[src/rtl/core/nim_ram.sv]
// generic single write port ram with registered read
module nim_ram #(
    parameter int WIDTH = 12,
    parameter int DEPTH = 64
) (
    input  logic                     i_clk,
    input  logic                     i_we,
    input  logic [$clog2(DEPTH)-1:0] i_waddr,
    input  logic [WIDTH-1:0]         i_wdata,
    input  logic [$clog2(DEPTH)-1:0] i_raddr,
    output logic [WIDTH-1:0]         o_rdata
);

    logic [WIDTH-1:0] r_mem [DEPTH];
    logic [WIDTH-1:0] r_rdata;

    always_ff @(posedge i_clk) begin
        if (i_we) begin
            r_mem[i_waddr] <= i_wdata;
        end
        r_rdata <= r_mem[i_raddr];
    end

    assign o_rdata = r_rdata;

endmodule

[config.mk]
export PLATFORM = sky130hd
export DESIGN_NAME = nim_ram
export DESIGN_NICKNAME = d
export VERILOG_FILES = /design/src/rtl/core/nim_ram.sv
export SDC_FILE = /design/constraint.sdc
export NUM_CORES = 1
export LEC_CHECK = 0
export BUFFER_PORTS_ARGS = -buffer_cell sky130_fd_sc_hd__buf_4
export CORE_MARGIN = 10
export CORE_UTILIZATION = 40
export CTS_CLUSTER_DIAMETER = 150
export DETAILED_ROUTE_END_ITERATION = 10
export PLACE_DENSITY = 0.68
export SYNTH_ARGS = -nofsm -noshare
export SYNTH_HDL_FRONTEND = slang
export SYNTH_SLANG_ARGS = --single-unit
export TNS_END_PERCENT = 20
[constraint.sdc]
create_clock -name i_clk -period 2.02 [get_ports i_clk]
set_input_delay 0.202 -clock i_clk [delete_from_list [all_inputs] [get_ports i_clk]]
set_output_delay 0.202 -clock i_clk [all_outputs]
set_load 0.005 [all_outputs]
==> reports/qor.yml, run 1 <==
run_status:
  outcome: "finished clean"
floorplan:
  io_pins: 38
  dieArea_mm2: 0.0860
  die_height_um: 293
  rows: 100
  core_mm2: 0.0742
  fp.dieW_um: 293
  start_util_pct: 40.2
placement:
  dp_slack_ns: -0.517
  placed_cell_area_mm2: 0.0324
  port_buffers: 37
  gp_congestion: 0.834
  hpwl_um: 42700
global_routing:
  grt_usage_pct: 16.1
  antenna_found_initial: 2
  grt.overflow.total: 0
  grt_max_degree: 65
  grt_pass1_wl_um: 102000
  grt_pass1_vias: 14731
sta:
  clock.fmax_mhz: 509
  fin_crit_ns: 1.96
  relSlewSlack_pct: 36.4
  whs_ns: 0.0340
  slew_viol_final: 0
  tightest_slew_ns: 0.953
  rsz0062_at_grt: "false"
  skew_ns: 0.0196
  fin_ws_ns: 0.0561
  hold_violations: 0
  setup_viol: 0
  finalCritPeriodShare_pct: 97.2
critical_path:
  endpoint_kind: "register"
  path_max_fanout: 1
  rrSetupSlack_ns: 0.06
  startpoint_type: "register"
  cp.required_ns: 2.53
  critical_path_arrival_ns: 2.47
  critPathKind: "reg -> reg"
  r2r_cells: 5
synthesis:
  ys_seq_area_share_pct: 78.1
  synthTopCellsByArea: "edfxtp_1 77%, mux4_2 14%, nor2_1 0.93%, dfxtp_1 0.80%, mux2i_1 0.67%"
  synth_seq_cells: 780
  post_synth_inst_count: 1339
  yosys.area.top_type: "edfxtp_1"
  syn_nets: 1365
  synth_top_area_share_pct: 77.3
  synth_cell_types: 35
  syn-mean-instance-area_um2: 22.3
  synth_area_mm2: 0.0299
  ys_warn_count: 0
clocking:
  numCtsBuffers: 78
  clockBufferDepth: 3
  h-tree-depth: 3
  cts_root_buf: "clkbuf_16"
  cts.sinks: 780
  insertion_delay_ns: 0.62
  tritoncts: "built"
  clk_pin_slew_worst_paths_ns: 0.06
routing:
  drcViolationCount: 0
  via_count: 14566
  firstDrtPassIters: 5
  viasPerCell: 5.64
  wl_per_cell_um: 26.7
  ant_nets: 0
  routed_wl_um: 68900
  drt_iter0_drc: 1734
layout:
  post-route-util_pct: 47.1
  areaGrowthSynthToFinish_pct: 17.0
  fillers: 5968
  nets: 1575
  seq_area_mm2: 0.0233
  drive_above_1_share_pct: 32.5
  multi_input_area_mm2: 0.00615
  final_area_mm2: 0.0349
  diodes: 0
power_and_ir_drop:
  p_seq_share_pct: 53.1
  power.switching_mw: 7.05
  leakage_nw: 11.1
  intPower_mw: 26.8
  power.share.clock_pct: 41.5
  vdd_drop_max_uv: 615
  switching_share_pct: 20.8
  combPwrFrac_pct: 5.3
  powerDensity_mw_per_mm2: 969
min_path:
  min_path_type: "in -> reg"
  hold_depth: 1
job:
  cap_violations: 0
## power groups by stage
stage          Clock, mW  Combinational (mW)  Sequential (mW)
2_1_floorplan          0               0.903             18.3
3_3_place_gp           0                1.78             18.3
3_5_place_dp           0                1.81             18.3
4_1_cts             14.3                1.82             18.0
5_1_grt             15.0                1.92             18.0
6_report            14.1                1.80             18.0
## critical path, stage by stage (launching register included)
cell,delay [ns]
edfxtp_1,0.37
mux4_2,0.47
o221ai_1,0.21
buf_4,0.17
o21ai_0,0.31
a22o_1,0.34
## what timing repair did
item	CTS	global route
endpoints found under the hold margin	0	0
endpoints found under the setup margin	3	3
gates resized for setup	3	3
setup buffers	0	0
gates cloned	0	0
hold buffers	0	0
## routing by layer
| metal | up-vias | track usage [%] | part of all wire [%] |
|---|---|---|---|
| met5 | - | 0 | 0.013 |
| met4 | 2 | 5.77 | 2.8 |
| met3 | 119 | 4.48 | 9.3 |
| met2 | 624 | 24.4 | 47 |
| met1 | 7727 | 22.1 | 41 |
| li1 | 6094 | - | - |
## metrics by stage
stage / cells / TNS (ns) / total power, mW
after floorplan: 1339 / 0 / 19.2
after global placement: 2438 / -3.02 / 20.1
after detailed placement: 2438 / -3.02 / 20.1
after CTS: 2583 / 0 / 34.1
after global routing: 2583 / 0 / 34.9
final: 2583 / 0 / 33.9
## worst paths after layout
check / startpoint / endpoint
worst max-delay path: r_mem[23][2] / o_rdata[2]
worst min-delay path: i_wdata[2] / r_mem[7][2]
worst max register to register: r_mem[23][2] / o_rdata[2]
worst min register to register: r_mem[34][7] / o_rdata[7]
## layout make-up
cell class	instances	area share (%)
Multi-Input combinational cell	486	17.6
Sequential cell	780	66.7
Timing Repair Buffer	203	5.01
Clock inverter	49	1.11
Tap cell	969	3.47
Clock buffer	96	6.08
## cell families after synthesis
family,after synthesis,share of synthesized area (%)
AND/OR/NAND/NOR,158,2.49
buffers and inverters,73,1.44
AO/OA/AOI/OAI,109,2.59
multiplexers,219,15.4
flip-flops,780,78.1
## synthesized netlist by cell type, drive strengths merged
library cell,count
nand3,14
buf,40
o22ai,23
a22oi,9
a211oi,13
mux2,7
or2,2
o21ai,11
nor2b,15
a311oi,2
mux4,192
a32o,4
a21oi,10
nor3,10
o22a,2
a31oi,9
nand4,2
nand4b,1
mux2i,20
and2,1
nand3b,2
o221ai,16
clkbuf,33
o31ai,2
or3,2
a22o,6
nand2b,21
edfxtp,768
nor2,74
a221o,2
nand2,14
dfxtp,12
## state kept, by name, indices dropped and copies added, names as in the netlist
name / count
r_mem: 768
o_rdata: 12
## layout by cell type, fill, tap and decap left out, types with 15 or more instances in the layout
cell type	count
o221ai_1	15
buf_12	17
mux2i_1	20
nor2b_1	15
clkinv_2	16
mux4_2	192
buf_4	184
clkinv_1	18
nor2_1	74
edfxtp_1	768
clkbuf_16	82
nand2b_1	21
o22ai_1	23
Note: power is estimated with default switching activity, not from simulation.
==> inputs of run 2 (changes only) <==
--- a/config.mk
+++ b/config.mk
@@ -5,6 +5,7 @@
 export SDC_FILE = /design/constraint.sdc
 export NUM_CORES = 1
 export LEC_CHECK = 0
+export ABC_AREA = 1
 export BUFFER_PORTS_ARGS = -buffer_cell sky130_fd_sc_hd__buf_4
 export CORE_MARGIN = 10
 export CORE_UTILIZATION = 40
==> reports/qor.yml, run 2 <==
run_status:
  outcome: "finished clean"
sta:
  clock.fmax_mhz: 623  # +22%
  tightest_slew_ns: 0.778  # -0.174 ns
  slew_viol_final: 0  # unchanged
  fin_setup_tns_ns: 0  # unchanged
  setup_viol: 0  # unchanged
  fin_ws_ns: 0.416  # +0.360 ns
  skew_ns: 0.0228  # +0.00318 ns
  rsz0062_at_grt: "false"
  finalCritPeriodShare_pct: 79.4  # -18 points
  fin_crit_ns: 1.60  # -0.360 ns
  hold_violations: 0  # unchanged
  relSlewSlack_pct: 48.1  # +12 points
synthesis:
  synth_edf_count: 768  # unchanged
  syn_nets: 2687  # +97%
  yosys-top-cells-count: "972 x nand2_1, 768 x edfxtp_1, 655 x nand3_1, 80 x buf_2, 56 x nor2_1"
  post_synth_inst_count: 2661  # +99%
  ys_warn_count: 0  # unchanged
  synth_top_area_share_pct: 72.8  # -4.4 points
  synth_top_family_by_area: "simple AND/OR/NAND/NOR gates"
  synth-main-ff-cell: "edfxtp_1"
  yosysMostFrequentCell: "nand2_1"
  synthMuxAreaShare_pct: 0  # -15 points
  syn-mean-instance-area_um2: 11.9  # -47%
  synthSimpleGateAreaFrac_pct: 22.9  # +20 points
  post_synth_fa_ha_maj_area_fraction_pct: 0  # unchanged
  synth_xor_area_share_pct: 0  # unchanged
  synth_area_mm2: 0.0317  # +6.1%
  yosys.area.top_type: "edfxtp_1"
  async_flop_share_pct: 0  # unchanged
  synth_cell_types: 16  # -54%
  ys_seq_area_share_pct: 73.6  # -4.5 points
  synth_compound_area_share_pct: 0  # -2.6 points
  synthTopCellsByArea: "edfxtp_1 73%, nand2_1 12%, nand3_1 10%, buf_6 1.3%, buf_2 1.3%"
  synth_seq_cells: 780  # unchanged
clocking:
  insertion_delay_ns: 0.63  # about the same
  h-tree-depth: 3  # unchanged
  cts.sinks: 780  # unchanged
  numCtsBuffers: 79  # +1.3%
  clockBufferDepth: 3  # unchanged
  cts_root_buf: "clkbuf_16"
  clk_pin_slew_worst_paths_ns: 0.06  # about the same
  tritoncts: "built"
routing:
  firstDrtPassIters: 6  # +1
  drcViolationCount: 0  # unchanged
  viasPerCell: 5.37  # -4.7%
  via_count: 20842  # +43%
  drt_iter0_drc: 2613  # +51%
  ant_nets: 0  # unchanged
  routed_wl_um: 81200  # +18%
  wl_per_cell_um: 20.9  # -22%
power_and_ir_drop:
  vdd_drop_max_uv: 753  # +22%
  powerDensity_mw_per_mm2: 939  # -3.2%
  leakage_nw: 13.1  # +18%
global_routing:
  antenna_found_initial: 5  # +3
  grt_pass1_vias: 19940  # +35%
  grt.overflow.total: 0  # unchanged
  grt_max_degree: 66  # +1.5%
  grt_pass1_wl_um: 123000  # +21%
  grt_usage_pct: 17.7  # +1.6 points
critical_path:
  r2r-end: "o_rdata[0]"
  r2r_cells: 8  # +3
  crit_chain: "buf_4"
  critical_path_arrival_ns: 1.40  # -1.07 ns
  startpoint_type: "register"
  rrSetupSlack_ns: 0.51  # +0.45 ns
  r2r-start: "r_mem[13][0]"
  path_max_fanout: 1  # unchanged
  slowest_delay_ns: 0.59  # +0.12 ns
  path_buf_inv: 1  # unchanged
  critPathKind: "reg -> out"
  slowest_stage: "dfxtp_1"
  critPathTopFamily: "flip-flops"
  endpoint_kind: "primary output"
  crit_path_start: "o_rdata[6]"
  cp.required_ns: 1.82  # -0.71 ns
layout:
  final_common_cell: "nand2_1"
  largest_reg_flops: 768  # unchanged
  fillers: 6915  # +16%
  drive_above_1_share_pct: 11.1  # -21 points
  nets: 2792  # +77%
  top_register: "r_mem"
  layout_common_cells: "972 x nand2_1, 768 x edfxtp_1, 655 x nand3_1, 157 x buf_4, 81 x clkbuf_16"
  areaGrowthSynthToFinish_pct: 14.5
min_path:
  hold_depth: 1  # unchanged
  min_path_type: "in -> reg"
  holdPathEnd: "r_mem[3][11]"
  hold_start: "i_wdata[11]"
floorplan:
  fp.dieW_um: 301  # +2.8%
  die_height_um: 301  # +2.8%
  io_pins: 38  # unchanged
  core_mm2: 0.0787  # +6.1%
  dieArea_mm2: 0.0908  # +5.7%
  start_util_pct: 40.2  # about the same
  rows: 103  # +3.0%
placement:
  port_buffers: 37  # unchanged
  dp_slack_ns: -0.0731  # +0.444 ns
  hpwl_um: 47400  # +11%
  gp_congestion: 0.843  # +1.2%
job:
  cap_violations: 0  # unchanged
[run 2: area by class of cell]
type / instances / area, um^2 / area share, %
Sequential cell: 780 / 23300 / 64.2
Tap cell: 1050 / 1310 / 3.62
Antenna cell: 1 / 2.50 / 0.00690
Clock buffer: 100 / 2120 / 5.84
Clock inverter: 42 / 305 / 0.842
Inverter: 12 / 63.8 / 0.176
Multi-Input combinational cell: 1700 / 7290 / 20.1
Timing Repair Buffer: 193 / 1880 / 5.17
[run 2: logic make-up (layout without fill, tap and decap cells)]
logic type | count (synthesis) | in the layout
other cells | 0 | 1
buf+inv | 181 | 347
flops | 780 | 780
simple gates | 1700 | 1700
[run 2: how the worst max path moves through the flow]
stage | endpoint | slack, ns | depth (start not counted)
final | o_rdata[6] | 0.42 | 1
after global routing | o_rdata[9] | 0.42 | 1
after CTS | o_rdata[6] | 0.47 | 1
after detailed placement | o_rdata[8] | -0.07 | 13
after global placement | o_rdata[6] | -0.07 | 13
after floorplan | r_mem[48][0] | -0.34 | 3
[run 2: stage by stage]
step	util [%]	hold slack [ns]	power, mW	area, um^2	cells
6_report	46.1	0.0277	34.0	36300	3878
2_1_floorplan	-	0.301	19.5	31700	2661
4_1_cts	46.1	0.0125	34.2	36300	3877
3_5_place_dp	43.0	0.608	20.5	33800	3734
5_1_grt	46.1	0.0248	35.1	36300	3877
3_3_place_gp	43.0	0.602	20.5	33800	3734
[run 2: timing repair]
action                                 in CTS  in global routing
buffers inserted                            0                  0
endpoints found under the hold margin       4                  0
resized for setup                           0                  0
hold buffers                                1                  0
[run 2: report_power, final]
group,internal [mW],switching (mW),total (mW),leakage [nW]
logic,0.650,1.55,2.20,4.92
registers,17.9,0.0799,18.0,7.01
clock network,7.83,6.03,13.9,1.19
total,26.4,7.66,34.0,13.1
[run 2: per-layer routing]
layer | global-route usage, % | share of wire [%] | vias to the layer above
li1 | - | - | 9587
met2 | 27.8 | 47 | 890
met5 | 0 | 0.067 | -
met1 | 24.4 | 42 | 10204
met3 | 3.79 | 8.6 | 151
met4 | 5.08 | 2.4 | 10
==> inputs of run 3 (changes only) <==
--- a/config.mk
+++ b/config.mk
@@ -11,7 +11,7 @@
 export CORE_UTILIZATION = 40
 export CTS_CLUSTER_DIAMETER = 150
 export DETAILED_ROUTE_END_ITERATION = 10
-export PLACE_DENSITY = 0.68
+export PLACE_DENSITY = 0.66
 export SYNTH_ARGS = -nofsm -noshare
 export SYNTH_HDL_FRONTEND = slang
 export SYNTH_SLANG_ARGS = --single-unit
==> constraint.sdc (replaced) <==
create_clock -name i_clk -period 1.65 [get_ports i_clk]
set_input_delay 0.165 -clock i_clk [delete_from_list [all_inputs] [get_ports i_clk]]
set_output_delay 0.165 -clock i_clk [all_outputs]
set_load 0.005 [all_outputs]
==> reports/qor.yml, run 3 (synthesis gave the netlist of run 2 again) <==
sta:
  finalCritPeriodShare_pct: 93.7
  fin_crit_ns: 1.55
  fin_ws_ns: 0.104  # -0.311 ns
  setup_viol: 0  # unchanged
  tightest_slew_ns: 0.618  # -0.160 ns
  skew_ns: 0.0278  # +0.00500 ns
  hold_violations: 0  # unchanged
  relSlewSlack_pct: 58.8  # +11 points
  slew_viol_final: 0  # unchanged
  clock.fmax_mhz: 647
  fin_setup_tns_ns: 0  # unchanged
  rsz0062_at_grt: "false"
layout:
  drive_above_1_share_pct: 13.0  # +1.9 points
  nets: 2862  # +2.5%
  top_register: "r_mem"
  largest_reg_flops: 768  # unchanged
  final_common_cell: "nand2_1"
  areaGrowthSynthToFinish_pct: 17.6
  layout_common_cells: "972 x nand2_1, 768 x edfxtp_1, 655 x nand3_1, 193 x buf_4, 82 x clkbuf_16"
  diodes: 0  # -1
clocking:
  h-tree-depth: 3  # unchanged
  clockBufferDepth: 3  # unchanged
  postCtsSetupRepairBufs: 0  # unchanged
  tritoncts: "built"
  clk_pin_slew_worst_paths_ns: 0.06  # about the same
  cts_root_buf: "clkbuf_16"
  cts.sinks: 780  # unchanged
  numCtsBuffers: 82  # +3.8%
  insertion_delay_ns: 0.64  # about the same
routing:
  via_count: 21185  # +1.6%
  ant_nets: 0  # unchanged
  routed_wl_um: 84500  # +4.1%
  drcViolationCount: 0  # unchanged
  wl_per_cell_um: 21.4  # +2.2%
  drt_iter0_drc: 2317  # -11%
  viasPerCell: 5.36  # -0.18%
  firstDrtPassIters: 6  # unchanged
global_routing:
  grt_max_degree: 65  # -1.5%
  grt_pass1_vias: 20046  # +0.53%
  grt_pass1_wl_um: 127000  # +3.3%
  antenna_found_initial: 0  # -5
  grt.overflow.total: 0  # unchanged
  grt_usage_pct: 18.3  # +0.64 points
floorplan:
  core_mm2: 0.0787  # unchanged
  fp.dieW_um: 301  # unchanged
  start_util_pct: 40.2  # unchanged
  dieArea_mm2: 0.0908  # unchanged
  die_height_um: 301  # unchanged
  rows: 103  # unchanged
  io_pins: 38  # unchanged
run_status:
  outcome: "finished clean"
critical_path:
  endpoint_kind: "register"
  slowest_stage: "edfxtp_1"
  critical_path_arrival_ns: 2.04  # +0.64 ns
  slowest_delay_ns: 0.36  # -0.23 ns
  startpoint_type: "register"
  crit_path_start: "r_mem[23][3]"
  crit_chain: "nand2_1 -> nand3_1 -> nand3_1 -> nand2_1 -> nand2_1 -> nand3_1 -> nand3_1 -> nand2_1"
  cp.required_ns: 2.15  # +0.33 ns
  r2r-start: "r_mem[23][3]"
  critPathKind: "reg -> reg"
  path_max_fanout: 1  # unchanged
placement:
  port_buffers: 37  # unchanged
  gp_congestion: 0.836  # -0.85%
  hpwl_um: 50200  # +6.0%
  dp_slack_ns: -0.242  # -0.169 ns
power_and_ir_drop:
  powerDensity_mw_per_mm2: 1140  # +21%
  vdd_drop_max_uv: 845  # +12%
  p_total_mw: 42.4  # +25%
  leakage_nw: 13.6  # +3.7%
min_path:
  min_path_type: "in -> reg"
  hold_start: "i_raddr[4]"
job:
  cap_violations: 0  # unchanged
-- run 3: metal layers --
layer / GRT usage (%) / share of wire, % / up-vias / wire [um]
met4: 5.21 / 2.4 / 0 / 2010
li1: - / - / 9717 / -
met1: 26.1 / 43 / 10374 / 36600
met3: 3.01 / 8.1 / 137 / 6850
met2: 28.5 / 46 / 957 / 39000
met5: 0 / 0 / - / 0
-- run 3: where the power goes --
part | switching (mW) | total, mW | internal (mW)
logic | 2.02 | 2.96 | 0.947
registers | 0.0636 | 22.0 | 21.9
clock network | 7.42 | 17.5 | 10.1
total | 9.50 | 42.4 | 32.9
-- run 3: final timing paths --
| check | end | slack [ns] | depth (start not counted) |
|---|---|---|---|
| max reg2reg | o_rdata[3] | 0.10 | 8 |
| max | o_rdata[3] | 0.10 | 8 |
| min | o_rdata[8] | 0.04 | 4 |
| min reg2reg | o_rdata[11] | 0.81 | 8 |
-- run 3: timing repair --
item,4_1_cts,5_1_grt
endpoints found under the hold margin,105,0
gates resized for setup,0,0
hold buffers,5,0
-- run 3: final cells by class --
class	count	area, um^2
timing repair buffer	260	2730
clock inverter	35	327
tap	1050	1310
clock buffer	112	2210
multi-input combinational	1700	7320
sequential	780	23300
inverter	12	63.8
fill	6872	41500
-- run 3: critical path, delay by kind of cell, from the launching register on --
kind / cells / cell delay [ns]
flip-flops: 1 / 0.36
AND/OR/NAND/NOR: 8 / 1.05
-- run 3: through the flow --
stage               util, %  instance area (um^2)  hold slack, ns  cells
finish                 47.3                 37300          0.0436   3949
global route           47.3                 37300          0.0354   3949
CTS                    47.3                 37300         0.00300   3949
detailed placement     44.0                 34700           0.590   3797
global placement       44.0                 34700           0.587   3797
floorplan                 -                 31800           0.264   2661
