`src/rtl/core/nim_pkg.sv`:
```
// shared types, constants and codes of the nearest index matcher
package nim_pkg;

    localparam int TABLE_DEPTH_DEF = 64;
    localparam int SCAN_LIMIT      = 64;

    localparam int SLOT_W  = 6;
    localparam int VALUE_W = 12;
    localparam int DIST_W  = 16;
    localparam int CNT_W   = 7;
    localparam int CFG_W   = 16;
    localparam int CFG_IDX_W = 2;

    localparam logic [CNT_W-1:0]  ENTRY_COUNT_RST  = 7'd0;
    localparam logic [CNT_W-1:0]  MAX_MATCHES_RST  = 7'd8;
    localparam logic [DIST_W-1:0] MATCH_WINDOW_RST = 16'd480;

    localparam logic [CFG_IDX_W-1:0] CFG_ENTRY_COUNT  = 2'd0;
    localparam logic [CFG_IDX_W-1:0] CFG_MAX_MATCHES  = 2'd1;
    localparam logic [CFG_IDX_W-1:0] CFG_MATCH_WINDOW = 2'd2;

    localparam logic CMD_LOAD  = 1'b0;
    localparam logic CMD_QUERY = 1'b1;

    typedef struct packed {
        logic               cmd;
        logic [SLOT_W-1:0]  entry_slot;
        logic [VALUE_W-1:0] entry_value;
        logic [DIST_W-1:0]  query_value;
    } t_in_word;

    typedef struct packed {
        logic              found;
        logic [SLOT_W-1:0] match_slot;
        logic [DIST_W-1:0] distance;
        logic              last;
    } t_out_word;

    typedef struct packed {
        logic              vld;
        logic [DIST_W-1:0] distance;
        logic [SLOT_W-1:0] slot;
    } t_cell;

    typedef enum logic [1:0] {
        CELL_HOLD,
        CELL_CLEAR,
        CELL_INSERT,
        CELL_SHIFT
    } t_cell_op;

    typedef struct packed {
        t_cell_op op;
        t_cell    cand;
    } t_cell_ctl;

    typedef enum logic [1:0] {
        S_IDLE,
        S_SCAN,
        S_EMIT
    } t_state;

endpackage

```
`src/rtl/core/nim_cell.sv`:
```
// one cell of the sorted candidate chain
module nim_cell
    import nim_pkg::*;
(
    input  logic      i_clk,
    input  logic      i_rst_n,
    input  t_cell_ctl i_ctl,
    input  t_cell     i_left,
    input  logic      i_left_ins,
    input  t_cell     i_right,
    output t_cell     o_cell,
    output logic      o_ins
);

    t_cell r_cell;
    t_cell n_cell;

    // strict compare keeps the older, lower slot ahead on equal distance
    assign o_ins = !r_cell.vld || (r_cell.distance > i_ctl.cand.distance);

    always_comb begin
        n_cell = r_cell;
        case (i_ctl.op)
            CELL_CLEAR: begin
                n_cell.vld = 1'b0;
            end
            CELL_INSERT: begin
                if (o_ins) begin
                    n_cell = i_left_ins ? i_left : i_ctl.cand;
                end
            end
            CELL_SHIFT: begin
                n_cell = i_right;
            end
            default: begin
                n_cell = r_cell;
            end
        endcase
    end

    always_ff @(posedge i_clk) begin
        if (!i_rst_n) begin
            r_cell <= '0;
        end else begin
            r_cell <= n_cell;
        end
    end

    assign o_cell = r_cell;

endmodule

```
`config.mk`:
```
export PLATFORM = sky130hd
export DESIGN_NAME = nim_cell
export DESIGN_NICKNAME = d
export VERILOG_FILES = /design/src/rtl/core/nim_pkg.sv /design/src/rtl/core/nim_cell.sv
export SDC_FILE = /design/constraint.sdc
export NUM_CORES = 1
export LEC_CHECK = 0
export ABC_AREA = 1
export CAP_MARGIN = 20
export CORE_ASPECT_RATIO = 0.9
export CORE_UTILIZATION = 35
export DETAILED_ROUTE_END_ITERATION = 12
export DONT_BUFFER_PORTS = 1
export GPL_TIMING_DRIVEN = 0
export SLEW_MARGIN = 20
export SYNTH_ARGS = -nofsm -noshare
export SYNTH_HDL_FRONTEND = slang
export SYNTH_SLANG_ARGS = --single-unit
```
`constraint.sdc`:
```
create_clock -name i_clk -period 2.3 [get_ports i_clk]
set_clock_uncertainty 0.15 [all_clocks]
set_input_delay 0.23 -clock i_clk [delete_from_list [all_inputs] [get_ports i_clk]]
set_output_delay 0.23 -clock i_clk [all_outputs]
set_load 0.01 [all_outputs]
```
==> impl_metrics.yaml, run 1 <==
synth:
  post_synth_num_cell_types: 27
  syn_inst: 285
  ys.warnings.count: 0
  synth.ff_latch_count: 23
  syn_avg_cell_area_um2: 6.796
  post_synth_instance_area_um2: 1937
  ys_seq_area_frac: 0.2377
  syn_nets: 375
floorplanning:
  floorplan.core_area_um2: 5286
  floorplan.initialDensity: 0.3664
  die_area_um2: 5836
  placementRows: 25
  die_x_um: 80.42
  pin_count: 98
  die_h_um: 72.57
finish:
  layout.cells.most_common_list: "nand2_1 (67), nor2_1 (28), a21oi_1 (26), inv_1 (25), nand3_1 (24)"
  layout_commonest_cell: "nand2_1"
  seq_area_um2: 460.4
  post_route_cells_drive_above_1_share: 0.09310
  largest_register_ffs: 23
  final_area_um2: 2077
  finalNetCount: 381
  filler_cell_count: 568
  area_delta_synth_final_pct: 7.235
  multi_input_comb_area_um2: 1269
  insertedDiodeCount: 0
detailed_routing:
  postRouteAntennaNets: 0
  vias_per_cell: 5.056
  first_pass_iters: 4
  route.detailed.drc: 0
  totalWireLength_um: 5317
  drt-initial-drc-count: 52
  avgRoutedWirePerCell_um: 14.89
  vias: 1805
flow_run:
  drv.max_cap_violation_count: 0
critical_path:
  worstPathCellList: "ha_1, nand2_1, inv_1, o21ai_2, nand2_1, a21oi_2, nand2_1, nand2_2, nand3_4, buf_6, a21oi_1, nor2_1"
  critical_path.slowest_cell: "dfxtp_1"
  critPathBufInv: 2
  startpoint_type: "flop"
  timing.critical_path.required_ps: 2320
  critical_path_arrival_ps: 2070
  crit_path_end_kind: "flop"
  worst-setup-path-type: "flop to flop"
  crit_top_cell: "nand2_1"
  crit_fanout: 10
  critPathTopFamily: "simple AND/OR/NAND/NOR gates"
  max_stage_delay_ps: 440
clock_network:
  cts_buffers: 3
  cts-htree-levels: 1
  post_cts.resized_instances: 0
  clock-sinks: 23
  clk_pin_slew_worst_paths_ps: 90
  clk_path_buf_depth: 2
  clk-insertion-delay-late_ps: 270
  clock-root-buffer: "clkbuf_8"
  hold_buffers: 1
  cts.repair_timing.setup_buffer_count: 0
  cts_tree: "done"
status:
  run_status: "completed"
global_route:
  initial_antenna_violation_count: 0
  grt_pass1_wl_um: 8038
  grt_start_max_net_pins: 14
  globalRouteTotalUtil: 0.1809
  grt.overflow.total: 0
  first_global_vias: 1624
place:
  globalplace.congestion: 0.7769
  port_buffers: 0
  dp_hpwl_um: 4093
  placed_cell_area_um2: 2021
pwr:
  vdd_drop_max_mv: 0.1848
  p_leak_nw: 1.112
  power_per_cell_area_nw_per_um2: 494.6
sta:
  final_hold_violation_count: 0
  timing_max_transition_violations_final: 0
  grt_setup_unrepaired: "no"
  setup-violations-final: 0
  max_freq_mhz: 486.4
  worst_margin_pin_slew_ps: 566.7
  slew-limit-headroom: 0.6222
  layout_min_cycle_time_ps: 2056
  fin_crit_sh: 0.8939
  setup_tns_ps: 0
hold_path:
  worst_hold_path_type: "input port to flop"
## power by group
part	internal (mW)	total (mW)	leakage, nW	switching (mW)
combinational	0.121	0.287	0.895	0.165
sequential	0.432	0.479	0.191	0.0473
clock	0.121	0.262	0.0255	0.140
total	0.674	1.03	1.11	0.353
## kinds of logic (layout without fill, tap and decap cells)
family	after synthesis	after routing	synth area share
and+or+nand+nor	127	127	0.2823
muxes	23	23	0.1195
adders and majority gates	16	16	0.1034
AOI/OAI and AO/OA	52	52	0.1499
DFF	23	23	0.2377
buffers and inverters	44	49	0.1072
## final timing paths
kind / start / end / slack (ps) / cells after the start
worst max register to register: o_cell[19] / o_cell[18] / 240 / 12
worst max-delay path: o_cell[19] / o_cell[18] / 240 / 12
worst min register to register: o_cell[5] / o_cell[5] / 400 / 2
worst min-delay path: i_right[22] / o_cell[22] / 60 / 4
## cell type report
class                   instances  area share
clock inverters                 1    0.002410
multi-input cells             218      0.6108
flip-flops and latches         23      0.2217
plain buffers                  17     0.05120
repair buffers                  1    0.004819
inverters                      27     0.04880
clock buffers                   3     0.01988
well taps                      67     0.04036
## tightest hold or removal path: cells and delay by family
kind	cells	cell delay [ps]
AOI/OAI and AO/OA	1	60
and+or+nand+nor	2	130
buffers and inverters	1	40
## synthesized netlist by cell type
cell type	instances	area, um^2
nor2_1	28	105.1
o21a_1	7	52.55
clkbuf_1	1	3.750
buf_1	4	15.01
inv_1	25	93.84
o21ai_2	1	8.760
a21oi_2	1	8.760
mux2_2	1	11.26
nand3_2	2	20.02
a22oi_1	1	7.510
nand4_1	1	6.260
nand3_1	24	120.1
mux2i_1	22	220.2
a21oi_1	26	130.1
inv_2	2	7.510
buf_4	1	7.510
ha_1	16	200.2
nand2_1	67	251.5
buf_2	7	35.03
nor2_2	1	6.260
o21ai_0	15	75.07
dfxtp_1	23	460.4
a21o_1	1	7.510
nand2_2	2	12.51
nand3_4	1	17.52
nand3b_1	1	7.510
buf_6	4	45.04
## per-stage QoR
step / util / hold WS (ps) / setup WS (ps) / cells / power [mW]
2_1_floorplan: - / 200.7 / 478.7 / 285 / 0.7115
3_3_place_gp: 0.3822 / 210.9 / 268.5 / 352 / 0.7707
3_5_place_dp: 0.3822 / 214.7 / 255.8 / 352 / 0.7762
4_1_cts: 0.3929 / 52.45 / 242.9 / 357 / 1.045
5_1_grt: 0.3929 / 76.70 / 39.72 / 357 / 1.109
6_report: 0.3929 / 60.46 / 243.9 / 357 / 1.027
## layer usage
metal  GRT usage  part of all wire  vias to the layer above  wire length [um]
li1            -                 -                      952                 -
met1      0.2384              0.43                      776              2291
met2      0.3041              0.48                       75              2544
met3     0.03500             0.086                        2               455
met4     0.04167            0.0049                        0                26
met5           0                 0                        -                 0
Power figures use the tool's default switching activity.
==> inputs of run 2 (changes only) <==
Settings changed: CORE_UTILIZATION 35 to 42, CTS_BUF_LIST set to sky130_fd_sc_hd__clkbuf_8 sky130_fd_sc_hd__clkbuf_16.
==> run 2 against run 1 <==
Against the previous run:
- clock power fell by 4%
- utilization rose by 7.4 points
- sequential power barely moved
- critical endpoint is now o_cell[5]
- register-to-register slack about the same
- combinational power about the same
- highest routed layer unchanged
- first-iteration DRC count unchanged
==> impl_metrics.yaml, run 2 (synthesis gave the netlist of run 1 again) <==
status:
  run_status: "completed"
finish:
  layout_commonest_cell: "nand2_1"
  insertedDiodeCount: 0
  area_delta_synth_final_pct: 6.912
  seq_area_um2: 460.4
  finalNetCount: 381
  largest_register_ffs: 23
  multi_input_comb_area_um2: 1269
  post_route_cells_drive_above_1_share: 0.09310
  filler_cell_count: 513
  layout.cells.most_common_list: "nand2_1 (67), nor2_1 (28), a21oi_1 (26), inv_1 (25), nand3_1 (24)"
critical_path:
  critical_path_arrival_ps: 2070
  critPathTopFamily: "simple AND/OR/NAND/NOR gates"
  critPathBufInv: 1
  timing.critical_path.required_ps: 2310
  crit_fanout: 10
  critical_path.slowest_cell: "dfxtp_1"
  critical_path.reg2reg.startpoint: "o_cell[17]"
  rr_worst_depth: 10
  worstSetupStartpoint: "o_cell[17]"
  worst_r2r_endpoint: "o_cell[5]"
  rrSetupSlack_ps: 240
  worstPathCellList: "ha_1, a21oi_1, nand2_1, a21oi_2, nand2_1, nand2_2, nand3_4, buf_6, a21oi_1, nor2_1"
  worst-setup-path-type: "flop to flop"
  crit_path_end_kind: "flop"
  startpoint_type: "flop"
  max_stage_delay_ps: 430
detailed_routing:
  first_pass_iters: 4
  route.detailed.drc: 0
  drt-initial-drc-count: 52
  avgRoutedWirePerCell_um: 14.02
  vias_per_cell: 5.179
  vias: 1823
  postRouteAntennaNets: 0
  totalWireLength_um: 4935
clock_network:
  post_cts.resized_instances: 0
  clock-root-buffer: "clkbuf_8"
  hold_buffers: 1
  clk_path_buf_depth: 2
  cts_tree: "done"
  cts-htree-levels: 1
  clk-insertion-delay-late_ps: 260
  clock-sinks: 23
  cts.repair_timing.setup_buffer_count: 0
  cts_buffers: 3
  clk_pin_slew_worst_paths_ps: 80
floorplanning:
  pin_count: 98
  die_area_um2: 4888
  placementRows: 23
  die_h_um: 66.43
  die_x_um: 73.58
  floorplan.initialDensity: 0.4370
  floorplan.core_area_um2: 4432
flow_run:
  drv.max_cap_violation_count: 0
pwr:
  power_per_cell_area_nw_per_um2: 490.6
  p_leak_nw: 1.112
  post-layout-total-power_mw: 1.016
  vdd_drop_max_mv: 0.2835
sta:
  slew-limit-headroom: 0.6639
  setup-violations-final: 0
  grt_setup_unrepaired: "no"
  final_hold_violation_count: 0
  setup_tns_ps: 0
  timing_max_transition_violations_final: 0
  layout_min_cycle_time_ps: 2059
  worst_margin_pin_slew_ps: 504.2
  max_freq_mhz: 485.8
  fin_crit_sh: 0.8950
hold_path:
  worst_hold_path_type: "input port to flop"
  worst_hold_path.num_cells: 4
  whs_endpoint: "o_cell[19]"
  hp-start: "i_right[19]"
global_route:
  global_route.usage.met3: 0.03963
  grt.met1_usage: 0.2525
  grt_start_max_net_pins: 14
  first_global_vias: 1679
  grt_pass1_wl_um: 7728
  grt_use_met2: 0.3739
  globalRouteTotalUtil: 0.2065
  grt-busiest-layer: "met2"
  grt.overflow.total: 0
  initial_antenna_violation_count: 0
place:
  port_buffers: 0
  globalplace.congestion: 0.7673
  dp_hpwl_um: 3848
==> run 2: cell counts in the layout (fill, tap and decap cells not counted) <==
Identical to the previous run, type by type.
==> run 2: layer usage <==
metal / vias to the layer above / share of wire
met5: - / 0
met4: 0 / 0.011
met3: 4 / 0.072
met2: 72 / 0.47
met1: 799 / 0.45
li1: 948 / -
==> run 2: report_power, final <==
| part | switching (mW) | internal (mW) |
|---|---|---|
| Clock | 0.132 | 0.121 |
| Sequential | 0.0465 | 0.432 |
| Combinational | 0.164 | 0.121 |
| Total | 0.342 | 0.674 |
==> run 2: through the flow <==
stage	setup slack, ps	hold WS (ps)	cells	util	area (um^2)
final	241.4	73.44	352	0.4673	2071
after global routing	22.65	76.88	352	0.4673	2071
after CTS	251.0	67.50	352	0.4673	2071
after detailed placement	250.3	212.4	347	0.4545	2014
after global placement	261.1	207.4	347	0.4545	2014
after floorplan	478.7	200.7	285	-	1937
==> run 2: worst max path at each step <==
| stage | endpoint | slack, ps | cells after the start |
|---|---|---|---|
| 6_report | o_cell[5] | 240 | 10 |
| 5_1_grt | o_cell[18] | 20 | 12 |
| 4_1_cts | o_cell[5] | 250 | 12 |
| 3_5_place_dp | o_cell[5] | 250 | 12 |
| 3_3_place_gp | o_cell[14] | 260 | 12 |
| 2_1_floorplan | o_cell[10] | 480 | 12 |
==> run 2: final cells by class <==
| cell class | count | area share |
|---|---|---|
| Multi-Input combinational cell | 218 | 0.6127 |
| Sequential cell | 23 | 0.2224 |
| Buffer | 17 | 0.05136 |
| Inverter | 27 | 0.04894 |
| Tap cell | 62 | 0.03746 |
| Clock buffer | 3 | 0.01994 |
| Timing Repair Buffer | 1 | 0.004834 |
| Clock inverter | 1 | 0.002417 |
==> run 2: worst register-to-register path, stage by stage (launching register included) <==
cell and delay (ps):
dfxtp_1 430, ha_1 290, a21oi_1 160, nand2_1 90
a21oi_2 140, nand2_1 80, nand2_2 100, nand3_4 140
buf_6 190, a21oi_1 130, nor2_1 60
==> inputs of run 3 (changes only) <==
Settings changed: ABC_AREA 1 to not set.
==> run 3 against run 2 <==
Against the previous run:
- the flow now finishes with violations (setup timing)
- critical path depth fell by 2
- routed wire length rose by 2.6%
- sequential cell count did not move
- combinational power rose by 15%
- critical endpoint is now o_cell[14]
- first-iteration DRC count rose by 27%
- largest power group unchanged
- cell count fell by 10%
- synthesized cell count fell by 15%
- sequential share of layout area fell by 1.4 points
==> impl_metrics.yaml, run 3 <==
status:
  run_status: "complete, but fails checks"
  violations: "setup timing"
critical_path:
  rr_worst_depth: 8
  worst-setup-path-type: "flop to flop"
  worstPathCellList: "ha_4, nand2_4, or4_4, o31a_1, o31ai_4, buf_6, clkbuf_16, mux2i_1"
  timing.critical_path.required_ps: 2340
  startpoint_type: "flop"
  critical_path_arrival_ps: 2410
  critPathTopFamily: "simple AND/OR/NAND/NOR gates"
  critPathBufInv: 2
  crit_fanout: 5
  crit_cells: 8
  crit_path_end_kind: "flop"
  max_stage_delay_ps: 560
  critical_path.slowest_cell: "or4_4"
floorplanning:
  floorplan.core_area_um2: 4212
  die_x_um: 73.17
  die_area_um2: 4833
  pin_count: 98
  floorplan.initialDensity: 0.4545
  placementRows: 22
  die_h_um: 66.05
global_route:
  grt.overflow.total: 0
  global_route.usage.met3: 0.05640
  grt_use_met2: 0.3681
  globalRouteTotalUtil: 0.2186
  grt-busiest-layer: "met2"
  grt_pass1_wl_um: 8045
  grt_start_max_net_pins: 13
  grt.met1_usage: 0.2825
  initial_antenna_violation_count: 0
  first_global_vias: 1657
clock_network:
  cts_buffers: 3
  cts_tree: "done"
  clock-sinks: 23
  clk_pin_slew_worst_paths_ps: 80
  cts-htree-levels: 1
  clk_path_buf_depth: 2
  clk-insertion-delay-late_ps: 270
  clock-root-buffer: "clkbuf_8"
pwr:
  p_leak_nw: 1.026
  power_per_cell_area_nw_per_um2: 445.4
  post-layout-total-power_mw: 1.062
  vdd_drop_max_mv: 0.2603
detailed_routing:
  postRouteAntennaNets: 0
  vias: 1658
  vias_per_cell: 5.247
  avgRoutedWirePerCell_um: 16.02
  first_pass_iters: 4
  route.detailed.drc: 0
  totalWireLength_um: 5061
  drt-initial-drc-count: 66
synth:
  top_cells_by_area_in_the_synthesized_netlist: "dfxtp_1 (24%), mux2i_1 (24%), nand2_1 (14%)"
  ys_async_sr_fraction: 0
  synth_adder_area_share: 0.1046
  syn_avg_cell_area_um2: 7.943
  synth_edf_count: 0
  synth.largest_area_cell: "dfxtp_1"
  synth_simple_gate_area_share: 0.1876
  syn_nets: 331
  synth_xor_area_frac: 0
  post_synth_num_cell_types: 34
  synth_top_cell_area_share: 0.2405
  ys_seq_area_frac: 0.2405
  syn_inst: 241
  most_frequent_cells_after_synthesis: "nand2_1 (71), mux2i_1 (45), dfxtp_1 (23), o21ai_0 (23), inv_1 (17)"
  most_numerous_cell_in_the_yosys_netlist: "nand2_1"
  ys.warnings.count: 0
  synth_compound_gate_area_share: 0.1346
  synth_flop_cell: "dfxtp_1"
  largest_family_of_logic_cells_by_synthesized_area: "multiplexers"
  synth.ff_latch_count: 23
  muxShareOfSynthArea: 0.2353
  post_synth_instance_area_um2: 1914
sta:
  layout_min_cycle_time_ps: 2368
  worst_margin_pin_slew_ps: 754.1
  max_freq_mhz: 422.3
  fin_ws_ps: -68.10
  setup-violations-final: 20
  timing_max_transition_violations_final: 0
  grt_setup_unrepaired: "yes"
  slew-limit-headroom: 0.4972
  fin_crit_sh: 1.030
  final_hold_violation_count: 0
finish:
  final_area_um2: 2385
  layout.cells.most_common_list: "nand2_1 (69), mux2i_1 (44), o21ai_0 (23), inv_1 (18), ha_4 (11)"
  area_delta_synth_final_pct: 24.58
  post_route_cells_drive_above_1_share: 0.2070
  largest_register_ffs: 23
  insertedDiodeCount: 0
  layout_commonest_cell: "nand2_1"
  finalNetCount: 347
hold_path:
  worst_hold_path_type: "input port to flop"
  worst_hold_path.num_cells: 4
flow_run:
  drv.max_cap_violation_count: 0
place:
  port_buffers: 0
  dp_hpwl_um: 3709
  placed_cell_area_um2: 2037
  globalplace.congestion: 0.7105
[run 3: changes by cell type after synthesis, moves of 6 or more]
cell / previous run / this run
o21ai_0: 15 / 23
nand3_1: 24 / 2
inv_1: 25 / 17
nor2_1: 28 / 1
o21a_1: 7 / 1
a21oi_1: 26 / 5
buf_2: 7 / 1
mux2i_1: 22 / 45
[run 3: through the flow]
stage / setup WS (ps) / util / hold WS (ps) / std cells / TNS, ps
final: -68.10 / 0.5663 / 65.95 / 316 / -540.7
after global routing: -121.5 / 0.5663 / 72.35 / 316 / -2197
after CTS: -48.41 / 0.5582 / 52.24 / 314 / -379.7
after detailed placement: -211.4 / 0.4837 / 222.0 / 301 / -3619
after global placement: -203.1 / 0.4837 / 224.1 / 301 / -3755
after floorplan: 4.785 / - / 212.4 / 241 / 0
[run 3: worst register-to-register path, cell delays in order, from the launching register on]
cell       delay (ps)
dfxtp_4           380
ha_4              280
nand2_4            50
or4_4             560
o31a_1            290
o31ai_4            70
buf_6             180
clkbuf_16         150
mux2i_1           180
[run 3: timing repair]
item                                    CTS  global route
gates resized for setup                  32             3
cloned                                    1             1
hold endpoints to repair                  1             0
hold buffers                              1             0
buffers inserted                          7             1
pin swaps                                 9             0
endpoints found under the setup margin   23            23
[run 3: routing by layer]
| layer | share of wire | vias to the layer above |
|---|---|---|
| li1 | - | 848 |
| met1 | 0.46 | 751 |
| met2 | 0.46 | 55 |
| met3 | 0.063 | 4 |
| met4 | 0.0091 | 0 |
| met5 | 0 | - |
[run 3: layout make-up]
cell class / instances / area, um^2
tap: 60 / 75.07
inverter: 17 / 63.81
clock inverter: 1 / 3.754
multi-input combinational: 186 / 1455
sequential: 23 / 496.7
timing repair buffer: 11 / 126.4
buffer: 15 / 122.6
clock buffer: 3 / 41.29
fill: 419 / 1827
[run 3: path summary, 6_finish.rpt]
check,startpoint,to,slack [ps]
worst max register to register,o_cell[15],o_cell[14],-70
worst max-delay path,o_cell[15],o_cell[14],-70
worst min-delay path,i_right[10],o_cell[10],70
worst min register to register,o_cell[10],o_cell[10],360
[run 3: kinds of logic (layout without fill, tap and decap cells)]
group / count (synthesis) / in the layout
AOI/OAI and AO/OA: 40 / 40
adders and majority gates: 16 / 16
and+or+nand+nor: 85 / 85
DFF: 23 / 23
buffers and inverters: 32 / 47
muxes: 45 / 45
[run 3: report_power, final]
group          total (mW)  switching, mW  internal (mW)
Combinational       0.329          0.163          0.166
Clock               0.252          0.133          0.119
Sequential          0.480         0.0498          0.430
Total                1.06          0.346          0.716
